`config.mk`:
```
export PLATFORM = sky130hd
export DESIGN_NAME = timed_derivative_with_lowpass
export DESIGN_NICKNAME = d
export VERILOG_FILES = /design/src/rtl/tdl_pkg.sv /design/src/rtl/timed_derivative_with_lowpass.sv /design/src/rtl/tdl_divider.sv
export SDC_FILE = /design/constraint.sdc
export NUM_CORES = 2
export LEC_CHECK = 0
export BUFFER_PORTS_ARGS = -buffer_cell sky130_fd_sc_hd__buf_2
export CAP_MARGIN = 10
export CORE_MARGIN = 4
export CORE_UTILIZATION = 40
export DETAILED_ROUTE_END_ITERATION = 8
export SETUP_SLACK_MARGIN = 0.3
export SLEW_MARGIN = 20
export SYNTH_ARGS = -nofsm -noshare
export SYNTH_HDL_FRONTEND = slang
export SYNTH_SLANG_ARGS = --single-unit
```
`constraint.sdc`:
```
create_clock -name aclk -period 17.9 [get_ports aclk]
set_input_delay 2.685 -clock aclk [delete_from_list [all_inputs] [get_ports aclk]]
set_output_delay 2.685 -clock aclk [all_outputs]
set_load 0.03 [all_outputs]
```
`src/rtl/tdl_pkg.sv`:
```
// Shared widths, codes and state types for the timed derivative block.
// No dependencies; used by every other file of the block.

package tdl_pkg;

    localparam int SAMPLE_BITS = 32;
    localparam int TIME_BITS   = 32;
    localparam int RATE_BITS   = 48;
    localparam int ALPHA_BITS  = 17;
    localparam int ALPHA_FRAC  = 16;
    localparam int ALPHA_ONE   = 1 << ALPHA_FRAC;
    localparam int MS_PER_S    = 1000;
    localparam int MS_BITS     = $clog2(MS_PER_S);

    // sample difference, and that difference scaled to per-second units
    localparam int DIFF_BITS  = SAMPLE_BITS + 1;
    localparam int PROD_BITS  = DIFF_BITS + MS_BITS;
    localparam int DCNT_BITS  = $clog2(PROD_BITS);
    localparam int FCNT_BITS  = $clog2(ALPHA_FRAC);
    localparam int WIDE_BITS  = ((PROD_BITS > RATE_BITS) ? PROD_BITS : RATE_BITS) + 1;
    localparam int FDIFF_BITS = RATE_BITS + 1;
    localparam int ACC_BITS   = RATE_BITS + 2;
    localparam int KIND_BITS  = 2;

    typedef enum logic [KIND_BITS-1:0] {
        KIND_FIRST = 2'd0,
        KIND_HOLD  = 2'd1,
        KIND_NEW   = 2'd2
    } kind_t;

    typedef enum logic [2:0] {
        ST_IDLE,
        ST_DECIDE,
        ST_SCALE,
        ST_DIVIDE,
        ST_APPLY,
        ST_FILTER,
        ST_UPDATE,
        ST_FINISH
    } tdl_state_t;

    typedef enum logic [1:0] {
        DIV_IDLE,
        DIV_RUN,
        DIV_FIX
    } div_state_t;

endpackage

```
`src/rtl/timed_derivative_with_lowpass.sv`:
```
// Timed derivative with optional first-order low-pass, top level.
// Depends on tdl_pkg and tdl_divider.
//
//   channel | direction | handshake           | carries
//   --------+-----------+---------------------+-------------------------------------
//   s_      | in        | s_valid / s_ready   | s_sample_value (Q15.16), s_time_ms
//   m_      | out       | m_valid / m_ready   | m_rate_value (Q31.16 /s), m_result_kind
//   cfg_    | in        | cfg_valid/cfg_ready | cfg_filter_alpha (Q1.16)
//
// One request is worked at a time. First-sample and zero-interval requests go
// from ST_DECIDE straight to ST_FINISH. A new value runs through the bit-serial
// divider (one quotient bit per cycle over the 43-bit scaled difference); with
// the filter active and primed, a bit-serial multiply by the 16 fractional alpha
// bits and an add to the smoother follow it.
// The result register lets the next request in while m_ready holds a result off.
// aresetn is synchronous, active low; it clears all history and the weight.
// cfg_ready is always high.

module timed_derivative_with_lowpass (
    input  logic                                      aclk,
    input  logic                                      aresetn,
    // input requests
    input  logic                                      s_valid,
    output logic                                      s_ready,
    input  logic signed [tdl_pkg::SAMPLE_BITS-1:0]    s_sample_value,
    input  logic        [tdl_pkg::TIME_BITS-1:0]      s_time_ms,
    // results
    output logic                                      m_valid,
    input  logic                                      m_ready,
    output logic signed [tdl_pkg::RATE_BITS-1:0]      m_rate_value,
    output logic        [tdl_pkg::KIND_BITS-1:0]      m_result_kind,
    // weight register
    input  logic                                      cfg_valid,
    output logic                                      cfg_ready,
    input  logic        [tdl_pkg::ALPHA_BITS-1:0]     cfg_filter_alpha
);

    localparam int SB = tdl_pkg::SAMPLE_BITS;
    localparam int TB = tdl_pkg::TIME_BITS;
    localparam int RB = tdl_pkg::RATE_BITS;
    localparam int DB = tdl_pkg::DIFF_BITS;
    localparam int PB = tdl_pkg::PROD_BITS;
    localparam int FB = tdl_pkg::FDIFF_BITS;
    localparam int AB = tdl_pkg::ACC_BITS;
    localparam int AF = tdl_pkg::ALPHA_FRAC;
    localparam logic signed [tdl_pkg::MS_BITS:0] MS_SCALE =
        (tdl_pkg::MS_BITS + 1)'(tdl_pkg::MS_PER_S);
    localparam logic [tdl_pkg::ALPHA_BITS-1:0] ALPHA_UNITY =
        tdl_pkg::ALPHA_BITS'(tdl_pkg::ALPHA_ONE);

    tdl_pkg::tdl_state_t state_reg, state_next;

    // held request
    logic signed [SB-1:0] sample_in_reg;
    logic        [TB-1:0] time_in_reg;

    // history
    logic signed [SB-1:0] prev_sample_reg;
    logic        [TB-1:0] prev_time_reg;
    logic signed [RB-1:0] held_reg;
    logic signed [RB-1:0] smooth_reg;
    logic                 primed_reg;
    logic [tdl_pkg::ALPHA_BITS-1:0] alpha_reg;

    // working values
    logic signed [DB-1:0] diff_reg;
    logic        [TB-1:0] delta_reg;
    logic signed [RB-1:0] rate_reg;
    logic signed [FB-1:0] fdiff_reg;
    logic signed [AB-1:0] acc_reg;
    logic        [AF-1:0] alpha_sh_reg;
    logic [tdl_pkg::FCNT_BITS-1:0] fcnt_reg;
    tdl_pkg::kind_t       kind_reg;

    // result register
    logic                 m_valid_reg;
    logic signed [RB-1:0] m_rate_reg;
    tdl_pkg::kind_t       m_kind_reg;

    // divider hookup
    logic                 div_start;
    logic                 div_done;
    logic signed [PB-1:0] div_dividend;
    logic signed [RB-1:0] div_quotient;

    logic                 filter_on;
    logic                 out_free;
    logic signed [AB:0]   fsum;

    tdl_divider u_div (
        .aclk     (aclk),
        .aresetn  (aresetn),
        .start    (div_start),
        .dividend (div_dividend),
        .divisor  (delta_reg),
        .done     (div_done),
        .quotient (div_quotient)
    );

    // per-second scaling: constant multiply, shift-and-add in synthesis
    assign div_dividend = PB'(PB'(diff_reg) * MS_SCALE);

    assign filter_on = (alpha_reg != '0) && (alpha_reg < ALPHA_UNITY);
    assign out_free  = !m_valid_reg || m_ready;

    // one alpha bit per step: acc = floor((acc + bit*d) / 2)
    assign fsum = (AB + 1)'(acc_reg) + (alpha_sh_reg[0] ? (AB + 1)'(fdiff_reg) : '0);

    // next state
    always_comb begin
        state_next = state_reg;
        case (state_reg)
            tdl_pkg::ST_IDLE: begin
                if (s_valid) state_next = tdl_pkg::ST_DECIDE;
            end
            tdl_pkg::ST_DECIDE: begin
                if (prev_time_reg == '0 || time_in_reg == prev_time_reg) begin
                    state_next = tdl_pkg::ST_FINISH;
                end else begin
                    state_next = tdl_pkg::ST_SCALE;
                end
            end
            tdl_pkg::ST_SCALE:  state_next = tdl_pkg::ST_DIVIDE;
            tdl_pkg::ST_DIVIDE: begin
                if (div_done) state_next = tdl_pkg::ST_APPLY;
            end
            tdl_pkg::ST_APPLY: begin
                if (filter_on && primed_reg) state_next = tdl_pkg::ST_FILTER;
                else                         state_next = tdl_pkg::ST_FINISH;
            end
            tdl_pkg::ST_FILTER: begin
                if (fcnt_reg == tdl_pkg::FCNT_BITS'(AF - 1)) state_next = tdl_pkg::ST_UPDATE;
            end
            tdl_pkg::ST_UPDATE: state_next = tdl_pkg::ST_FINISH;
            tdl_pkg::ST_FINISH: begin
                if (out_free) state_next = tdl_pkg::ST_IDLE;
            end
            default: state_next = tdl_pkg::ST_IDLE;
        endcase
    end

    // state-decoded outputs
    always_comb begin
        s_ready   = (state_reg == tdl_pkg::ST_IDLE);
        div_start = (state_reg == tdl_pkg::ST_SCALE);
    end

    assign cfg_ready     = 1'b1;
    assign m_valid       = m_valid_reg;
    assign m_rate_value  = m_rate_reg;
    assign m_result_kind = m_kind_reg;

    // control
    always_ff @(posedge aclk) begin
        if (!aresetn) begin
            state_reg       <= tdl_pkg::ST_IDLE;
            m_valid_reg     <= 1'b0;
            prev_sample_reg <= '0;
            prev_time_reg   <= '0;
            held_reg        <= '0;
            smooth_reg      <= '0;
            primed_reg      <= 1'b0;
            alpha_reg       <= '0;
        end else begin
            state_reg <= state_next;

            if (cfg_valid) alpha_reg <= cfg_filter_alpha;

            if (state_reg == tdl_pkg::ST_FINISH && out_free) begin
                m_valid_reg <= 1'b1;
            end else if (m_ready) begin
                m_valid_reg <= 1'b0;
            end

            case (state_reg)
                tdl_pkg::ST_DECIDE: begin
                    if (prev_time_reg == '0) begin
                        prev_sample_reg <= sample_in_reg;
                        prev_time_reg   <= time_in_reg;
                    end
                end
                tdl_pkg::ST_DIVIDE: begin
                    if (div_done) begin
                        prev_sample_reg <= sample_in_reg;
                        prev_time_reg   <= time_in_reg;
                    end
                end
                tdl_pkg::ST_APPLY: begin
                    if (!filter_on) begin
                        held_reg <= rate_reg;
                    end else if (!primed_reg) begin
                        // first filtered value loads the smoother directly
                        smooth_reg <= rate_reg;
                        held_reg   <= rate_reg;
                        primed_reg <= 1'b1;
                    end
                end
                tdl_pkg::ST_UPDATE: begin
                    smooth_reg <= smooth_reg + RB'(acc_reg);
                    held_reg   <= smooth_reg + RB'(acc_reg);
                end
                default: ;
            endcase
        end
    end

    // datapath
    always_ff @(posedge aclk) begin
        case (state_reg)
            tdl_pkg::ST_IDLE: begin
                if (s_valid) begin
                    sample_in_reg <= s_sample_value;
                    time_in_reg   <= s_time_ms;
                end
            end
            tdl_pkg::ST_DECIDE: begin
                diff_reg  <= DB'(sample_in_reg) - DB'(prev_sample_reg);
                delta_reg <= time_in_reg - prev_time_reg;   // modulo 2^32
                if (prev_time_reg == '0)              kind_reg <= tdl_pkg::KIND_FIRST;
                else if (time_in_reg == prev_time_reg) kind_reg <= tdl_pkg::KIND_HOLD;
                else                                   kind_reg <= tdl_pkg::KIND_NEW;
            end
            tdl_pkg::ST_DIVIDE: begin
                if (div_done) rate_reg <= div_quotient;
            end
            tdl_pkg::ST_APPLY: begin
                fdiff_reg    <= FB'(rate_reg) - FB'(smooth_reg);
                acc_reg      <= '0;
                alpha_sh_reg <= AF'(alpha_reg);
                fcnt_reg     <= '0;
            end
            tdl_pkg::ST_FILTER: begin
                acc_reg      <= AB'(fsum >>> 1);
                alpha_sh_reg <= alpha_sh_reg >> 1;
                fcnt_reg     <= fcnt_reg + 1'b1;
            end
            tdl_pkg::ST_FINISH: begin
                if (out_free) begin
                    m_kind_reg <= kind_reg;
                    m_rate_reg <= (kind_reg == tdl_pkg::KIND_FIRST) ? '0 : held_reg;
                end
            end
            default: ;
        endcase
    end

endmodule

```
`src/rtl/tdl_divider.sv`:
```
// Bit-serial signed divider: signed dividend by unsigned nonzero divisor,
// quotient truncated toward zero and clamped to the rate width. Uses tdl_pkg.

module tdl_divider (
    input  logic                                    aclk,
    input  logic                                    aresetn,
    input  logic                                    start,
    input  logic signed [tdl_pkg::PROD_BITS-1:0]    dividend,
    input  logic        [tdl_pkg::TIME_BITS-1:0]    divisor,
    output logic                                    done,
    output logic signed [tdl_pkg::RATE_BITS-1:0]    quotient
);

    localparam int PB = tdl_pkg::PROD_BITS;
    localparam int TB = tdl_pkg::TIME_BITS;
    localparam int RB = tdl_pkg::RATE_BITS;
    localparam int WB = tdl_pkg::WIDE_BITS;
    localparam logic [WB-1:0] LIM_NEG = WB'(1) << (RB - 1);
    localparam logic [WB-1:0] LIM_POS = LIM_NEG - WB'(1);

    tdl_pkg::div_state_t state_reg, state_next;

    logic [PB-1:0]               work_reg;   // dividend bits out at top, quotient bits in at bottom
    logic [TB-1:0]               rem_reg;
    logic [TB-1:0]               divisor_reg;
    logic                        neg_reg;
    logic [tdl_pkg::DCNT_BITS-1:0] cnt_reg;

    logic [TB:0]   shifted;
    logic [TB+1:0] trial;
    logic          qbit;
    logic [WB-1:0] wide_mag;

    always_comb begin
        shifted = {rem_reg, work_reg[PB-1]};
        trial   = {1'b0, shifted} - {2'b00, divisor_reg};
        qbit    = ~trial[TB+1];
    end

    always_comb begin
        state_next = state_reg;
        case (state_reg)
            tdl_pkg::DIV_IDLE: begin
                if (start) state_next = tdl_pkg::DIV_RUN;
            end
            tdl_pkg::DIV_RUN: begin
                if (cnt_reg == tdl_pkg::DCNT_BITS'(PB - 1)) state_next = tdl_pkg::DIV_FIX;
            end
            tdl_pkg::DIV_FIX: state_next = tdl_pkg::DIV_IDLE;
            default:          state_next = tdl_pkg::DIV_IDLE;
        endcase
    end

    // sign and clamp on the finished magnitude
    always_comb begin
        done     = (state_reg == tdl_pkg::DIV_FIX);
        wide_mag = WB'(work_reg);
        if (neg_reg) begin
            if (wide_mag > LIM_NEG) quotient = {1'b1, {(RB-1){1'b0}}};
            else                    quotient = RB'(-wide_mag);
        end else begin
            if (wide_mag > LIM_POS) quotient = {1'b0, {(RB-1){1'b1}}};
            else                    quotient = RB'(wide_mag);
        end
    end

    always_ff @(posedge aclk) begin
        if (!aresetn) begin
            state_reg <= tdl_pkg::DIV_IDLE;
        end else begin
            state_reg <= state_next;
        end
    end

    always_ff @(posedge aclk) begin
        case (state_reg)
            tdl_pkg::DIV_IDLE: begin
                if (start) begin
                    neg_reg     <= dividend[PB-1];
                    work_reg    <= dividend[PB-1] ? PB'(-dividend) : PB'(dividend);
                    divisor_reg <= divisor;
                    rem_reg     <= '0;
                    cnt_reg     <= '0;
                end
            end
            tdl_pkg::DIV_RUN: begin
                rem_reg  <= qbit ? TB'(trial) : TB'(shifted);
                work_reg <= {work_reg[PB-2:0], qbit};
                cnt_reg  <= cnt_reg + 1'b1;
            end
            default: ;
        endcase
    end

endmodule

```
# --- Yosys cells after proc, flatten, opt, wreduce, memory -nomap -nowiden ---
# Index checks and enable logic that the tools add are counted.
op_classes:
  reduce_logical: 27
  n_bitwise: 1
  mux: 37
  multipliers: 1
  n_addsub: 10
  eq_ne: 22
  n_lt_le_gt_ge: 1
ops:
  columns: ["operator", "n"]
  rows:
  - ["$mux W32", 6]
  - ["$pmux W32 S2", 3]
  - ["$pmux W48 S2", 2]
  - ["$mux W48", 3]
  - ["$mux W43", 3]
  - ["$pmux W50 S2", 1]
  - ["$pmux W43 S2", 1]
  - ["$add A51 B51 Y51", 1]
  - ["$mux W51", 1]
  - ["$sub A48 B48 Y49", 1]
  - ["$add A48 B48 Y48", 1]
  - ["$neg A43 Y48", 1]
  - ["$neg A43 Y43", 1]
  - ["$mul A33 B8 Y40 const B", 1]
  - ["$sub A33 B32 Y34", 1]
  - ["$sub A32 B32 Y33", 1]
  - ["$eq A32 B32 Y1", 1]
  - ["$logic_not A32 Y1", 1]
  - ["$pmux W16 S2", 1]
  - ["$sub A32 B32 Y32", 1]
  - ["$pmux W3 S8", 1]
  - ["$lt A17 B17 Y1 const B", 1]
  - ["$reduce_bool A17 Y1", 1]
  - ["$ne A2 B2 Y1 const B", 8]
  - ["28 further kinds", 56]
totals:
  regBits: 646

# --- Depth between registers and ports, before layout ---
logic_depth:
  word_depth: 5
  ltp_mapped: 23
  ltp_nobuf: 22

# --- By module ---
# From an unflattened synthesis, not the netlist that was laid out.
unflattened:
  cells_unflattened: 4788
  hier_area_um2: 44680.4
modules_own_cells:
  columns: ["module", "n_inst", "seq_area_each_um2", "cells_per_inst", "area_each_um2"]
  rows:
  - ["timed_derivative_with_lowpass", 1, 14093.5, 3913, 36429.9]
  - ["tdl_divider", 1, 3463.3, 875, 8250.4]

# --- Worst setup path after synthesis ---
# OpenSTA, ideal clock, no wires.
synth_path:
  path_kind: "register to register"
  startpoint: "register state_reg[0]"
  endpoint: "register prev_sample_reg[23]"
  path_stages_with_launch: 7
  setup_ns: 0.132
  arrival_time_ns: 6.689
  required_time_ns: 17.768
  path_slack_ns: 11.079
  n_path_buf: 1
  cell_sequence: "dfxtp_1 inv_1 nor3_1 a21oi_1 clkbuf_1 nand2_1 a21oi_1"
synth_between:
  elab_chain_cells: 3
synth_lines:
  columns: ["item", "line", "source"]
  rows:
  - ["start: declaration", "timed_derivative_with_lowpass.sv:51", "tdl_pkg::tdl_state_t state_reg, state_next;"]
  - ["start signal: assignment", "timed_derivative_with_lowpass.sv:156", "state_reg <= tdl_pkg::ST_IDLE;"]
  - ["start signal: assignment", "timed_derivative_with_lowpass.sv:165", "state_reg <= state_next;"]
  - ["$eq A3 B1 Y1 or $eq A3 B2 Y1 (tied branches)", "timed_derivative_with_lowpass.sv:175", "case (state_reg)"]
  - ["$ne A2 B2 Y1 (no line) or $reduce_bool A2 Y1 (tied branches)", null, null]
  - ["$reduce_and A3 Y1 (no line)", null, null]
  - ["end signal: assignment", "timed_derivative_with_lowpass.sv:178", "prev_sample_reg <= sample_in_reg;"]
  - ["end signal: assignment", "timed_derivative_with_lowpass.sv:184", "prev_sample_reg <= sample_in_reg;"]
  - ["end: declaration", "timed_derivative_with_lowpass.sv:58", "logic signed [SB-1:0] prev_sample_reg;"]
# Parallel ways exist; a longest one is shown, timed or not.
# A chain may end at the register's enable or synchronous reset.

# --- Worst setup path in the final report ---
layout_path:
  startpoint: "register diff_reg[17]"
  endpoint: "register u_div.work_reg[38] (data pin)"
layout_between:
  elab_chain_cells: 5
layout_lines:
  columns: ["item", "line", "source"]
  rows:
  - ["start: declaration", "timed_derivative_with_lowpass.sv:66", "logic signed [DB-1:0] diff_reg;"]
  - ["start signal: assignment", "timed_derivative_with_lowpass.sv:217", "diff_reg <= DB'(sample_in_reg) - DB'(prev_sample_reg);"]
  - ["$mul A33 B8 Y40 (*)", "timed_derivative_with_lowpass.sv:101", "assign div_dividend = PB'(PB'(diff_reg) * MS_SCALE);"]
  - ["$neg A43 Y43", "tdl_divider.sv:80", "work_reg <= dividend[PB-1] ? PB'(-dividend) : PB'(dividend);"]
  - ["$mux W43 (*)", "tdl_divider.sv:80", null]
  - ["$mux W43 (*)", "tdl_divider.sv:78", "if (start) begin"]
  - ["$pmux W43 S2 (*)", "tdl_divider.sv:76", "case (state_reg)"]
  - ["end signal: assignment", "tdl_divider.sv:80", null]
  - ["end signal: assignment", "tdl_divider.sv:88", "work_reg <= {work_reg[PB-2:0], qbit};"]
  - ["end: declaration", "tdl_divider.sv:23", "logic [PB-1:0] work_reg;"]
# Every way passes the cells marked *; elsewhere a longest branch is shown, timed or not. The select of a mux whose other input is x is not followed.

==> flow_summary.json <==
{
  "outcome": "finished clean",
  "cts_root_buffer": "clkbuf_16",
  "avgRoutedWirePerCell_um": 16.3,
  "largest_reg_flops": 50,
  "hold_violations": 0,
  "dp_hpwl_um": 77900,
  "postCtsHoldBufs": 0,
  "cts_tree": "yes",
  "fin_crit_sh_pct": 36.7,
  "cts.sinks": 646,
  "cts_buffers": 79,
  "core_area_mm2": 0.111,
  "first_pass_iters": 5,
  "rsz0062_at_grt": "false",
  "cts_buffer_depth": 3,
  "rows": 122,
  "antenna_found_initial": 0,
  "synth_top_area_share_pct": 31.2,
  "end_kind": "register",
  "drive_gt1_share_pct": 7.75,
  "async_flop_share_pct": 0,
  "yosysMostFrequentCell": "inv_1",
  "vias": 32700,
  "yosysUniqueCellTypes": 94,
  "yosys-top-cells-count": "inv_1, edfxtp_1, nand2_1, nor2_1, a21oi_1",
  "crit_buf_inv": 4,
  "clk_pin_slew_ps": 60,
  "synth_area_leaders": "edfxtp_1, ha_1, dfxtp_1",
  "die_h_um": 341,
  "cts_repair_resize_count": 0,
  "via_per_inst": 5.16,
  "syn2layout_area_growth_pct": 11.0,
  "die_width_um": 341,
  "die-area_mm2": 0.117,
  "hp-class": "reg2reg",
  "hold_ws_ps": 417,
  "multi_input_area_mm2": 0.0243,
  "grt_max_degree": 84,
  "syn_inst": 4697,
  "drc": 0,
  "grt_pass1_vias": 31967,
  "dr.first_iter.drc_count": 1958,
  "num_io_pins": 139,
  "grt_usage_pct": 17.7,
  "setup_viol": 0,
  "grt_overflow": 0,
  "worstMarginPinSlew_ps": 1180,
  "cpPeakStageDelay_ps": 860,
  "finalNetCount": 5363,
  "critical_path.startpoint_type": "register",
  "crit_fanout": 5,
  "arrival_ps": 6940,
  "ys_seq_elements": 646,
  "yosysSeqAreaShare_pct": 39.5,
  "wirelength_um": 103000,
  "cap_violations": 0,
  "portBuffers": 137,
  "synth_edf_count": 462,
  "grt_pass1_wl_um": 169000,
  "num-fill-cells": 10738,
  "fmax_mhz": 152,
  "crit_chain": "inv_1 > fa_1 > fa_1 > inv_1 > fa_1 > inv_1 > fa_1 > inv_1 > ha_1 > a21oi_1 > o21ai_0 > nor2_1 > and3_1 > o21ai_0 > o311ai_0 > o2111ai_1 > nor4b_4 > a31oi_1 > xnor2_1 > o21ai_0",
  "slew_viol_final": 0,
  "initial_core_util_pct": 40.2,
  "crit_path_top_delay_cell": "o311ai_0",
  "worstPathRequired_ps": 18280,
  "gp_congestion": 0.898,
  "critical-path-top-delay-family": "adder cells",
  "clk_latency_ps": 660,
  "period_minus_slack_ps": 6560,
  "path_class": "reg2reg",
  "syn-cell-area_mm2": 0.0445,
  "avgSynthCellArea_um2": 9.46,
  "cts_max_level": 3,
  "post-cts-setup-buffers": 0,
  "maxSlewHeadroom_pct": 21.2,
  "ant_nets": 0,
  "regArea_mm2": 0.0176,
  "syn_nets": 5272,
  "skew_ps": 33.9,
  "synth_flop_cell": "edfxtp_1",
  "fin_setup_tns_ps": 0,
  "synth.largest_area_cell": "edfxtp_1",
  "yosysWarnings": 0
}
-- cell families (layout without fill, tap and decap cells) --
family | Yosys count | after routing | share of synthesized area, %
AOI/OAI and AO/OA | 1136 | 1136 | 16.4
xor gates and xnor gates | 304 | 304 | 5.99
adders and majority gates | 489 | 489 | 16.0
buffers and inverters | 717 | 874 | 6.12
DFF | 646 | 646 | 39.5
muxes | 67 | 67 | 1.54
other | 1 | 2 | 0.00844
and+or+nand+nor | 1337 | 1337 | 14.4
-- metal layers --
layer	part of all wire, %	vias up	GRT usage, %	routed length [um]
met2	44	623	28.1	45500
met1	49	15280	25.5	50900
met5	0	-	0	0
li1	-	16664	-	-
met4	2.2	0	4.66	2240
met3	4.4	133	2.20	4530
-- cell type report --
class	count	area share, %
diodes	1	0.00507
clock buffers	107	4.39
clock inverters	40	0.878
inverters	563	4.30
multi-input cells	3334	49.3
flip-flops and latches	646	35.6
well taps	1488	3.78
repair buffers	164	1.80
-- worst paths after layout --
| path | startpoint | to | slack [ps] | depth (start not counted) |
|---|---|---|---|---|
| setup reg to reg | diff_reg[17]$_DFFE_PP_ | u_div.work_reg[38]$_DFFE_PP_ | 11340 | 20 |
| hold reg to reg | delta_reg[17]$_DFFE_PP_ | u_div.divisor_reg[17]$_DFFE_PP_ | 420 | 0 |
| hold / removal | delta_reg[17]$_DFFE_PP_ | u_div.divisor_reg[17]$_DFFE_PP_ | 420 | 0 |
| setup / recovery | diff_reg[17]$_DFFE_PP_ | u_div.work_reg[38]$_DFFE_PP_ | 11340 | 20 |
-- cells in the final DEF (no fill, tap or decap), types with 56 or more instances in the layout --
cell type / instances
a211oi_1: 86
edfxtp_1: 462
nand2_1: 403
fa_1: 132
nor2_1: 392
a21oi_1: 371
o21ai_0: 190
inv_1: 561
clkbuf_16: 80
mux2i_1: 56
buf_2: 137
dfxtp_1: 184
ha_1: 357
xnor2_1: 207
and2_1: 77
xor2_1: 97
a21o_1: 119
nor2b_1: 95
nor3_1: 68
-- stage by stage --
stage          area (um^2)  instances  utilization, %  setup WS (ps)
2_1_floorplan        44500       4697               -          11080
3_3_place_gp         46700       6195            42.3          11430
3_5_place_dp         46700       6195            42.3          11410
4_1_cts              49300       6342            44.6          11360
5_1_grt              49300       6342            44.6          10920
6_report             49300       6343            44.6          11340
Power is not shown: default switching activity piles up to over one toggle a cycle in this logic, so the estimate is an artifact.
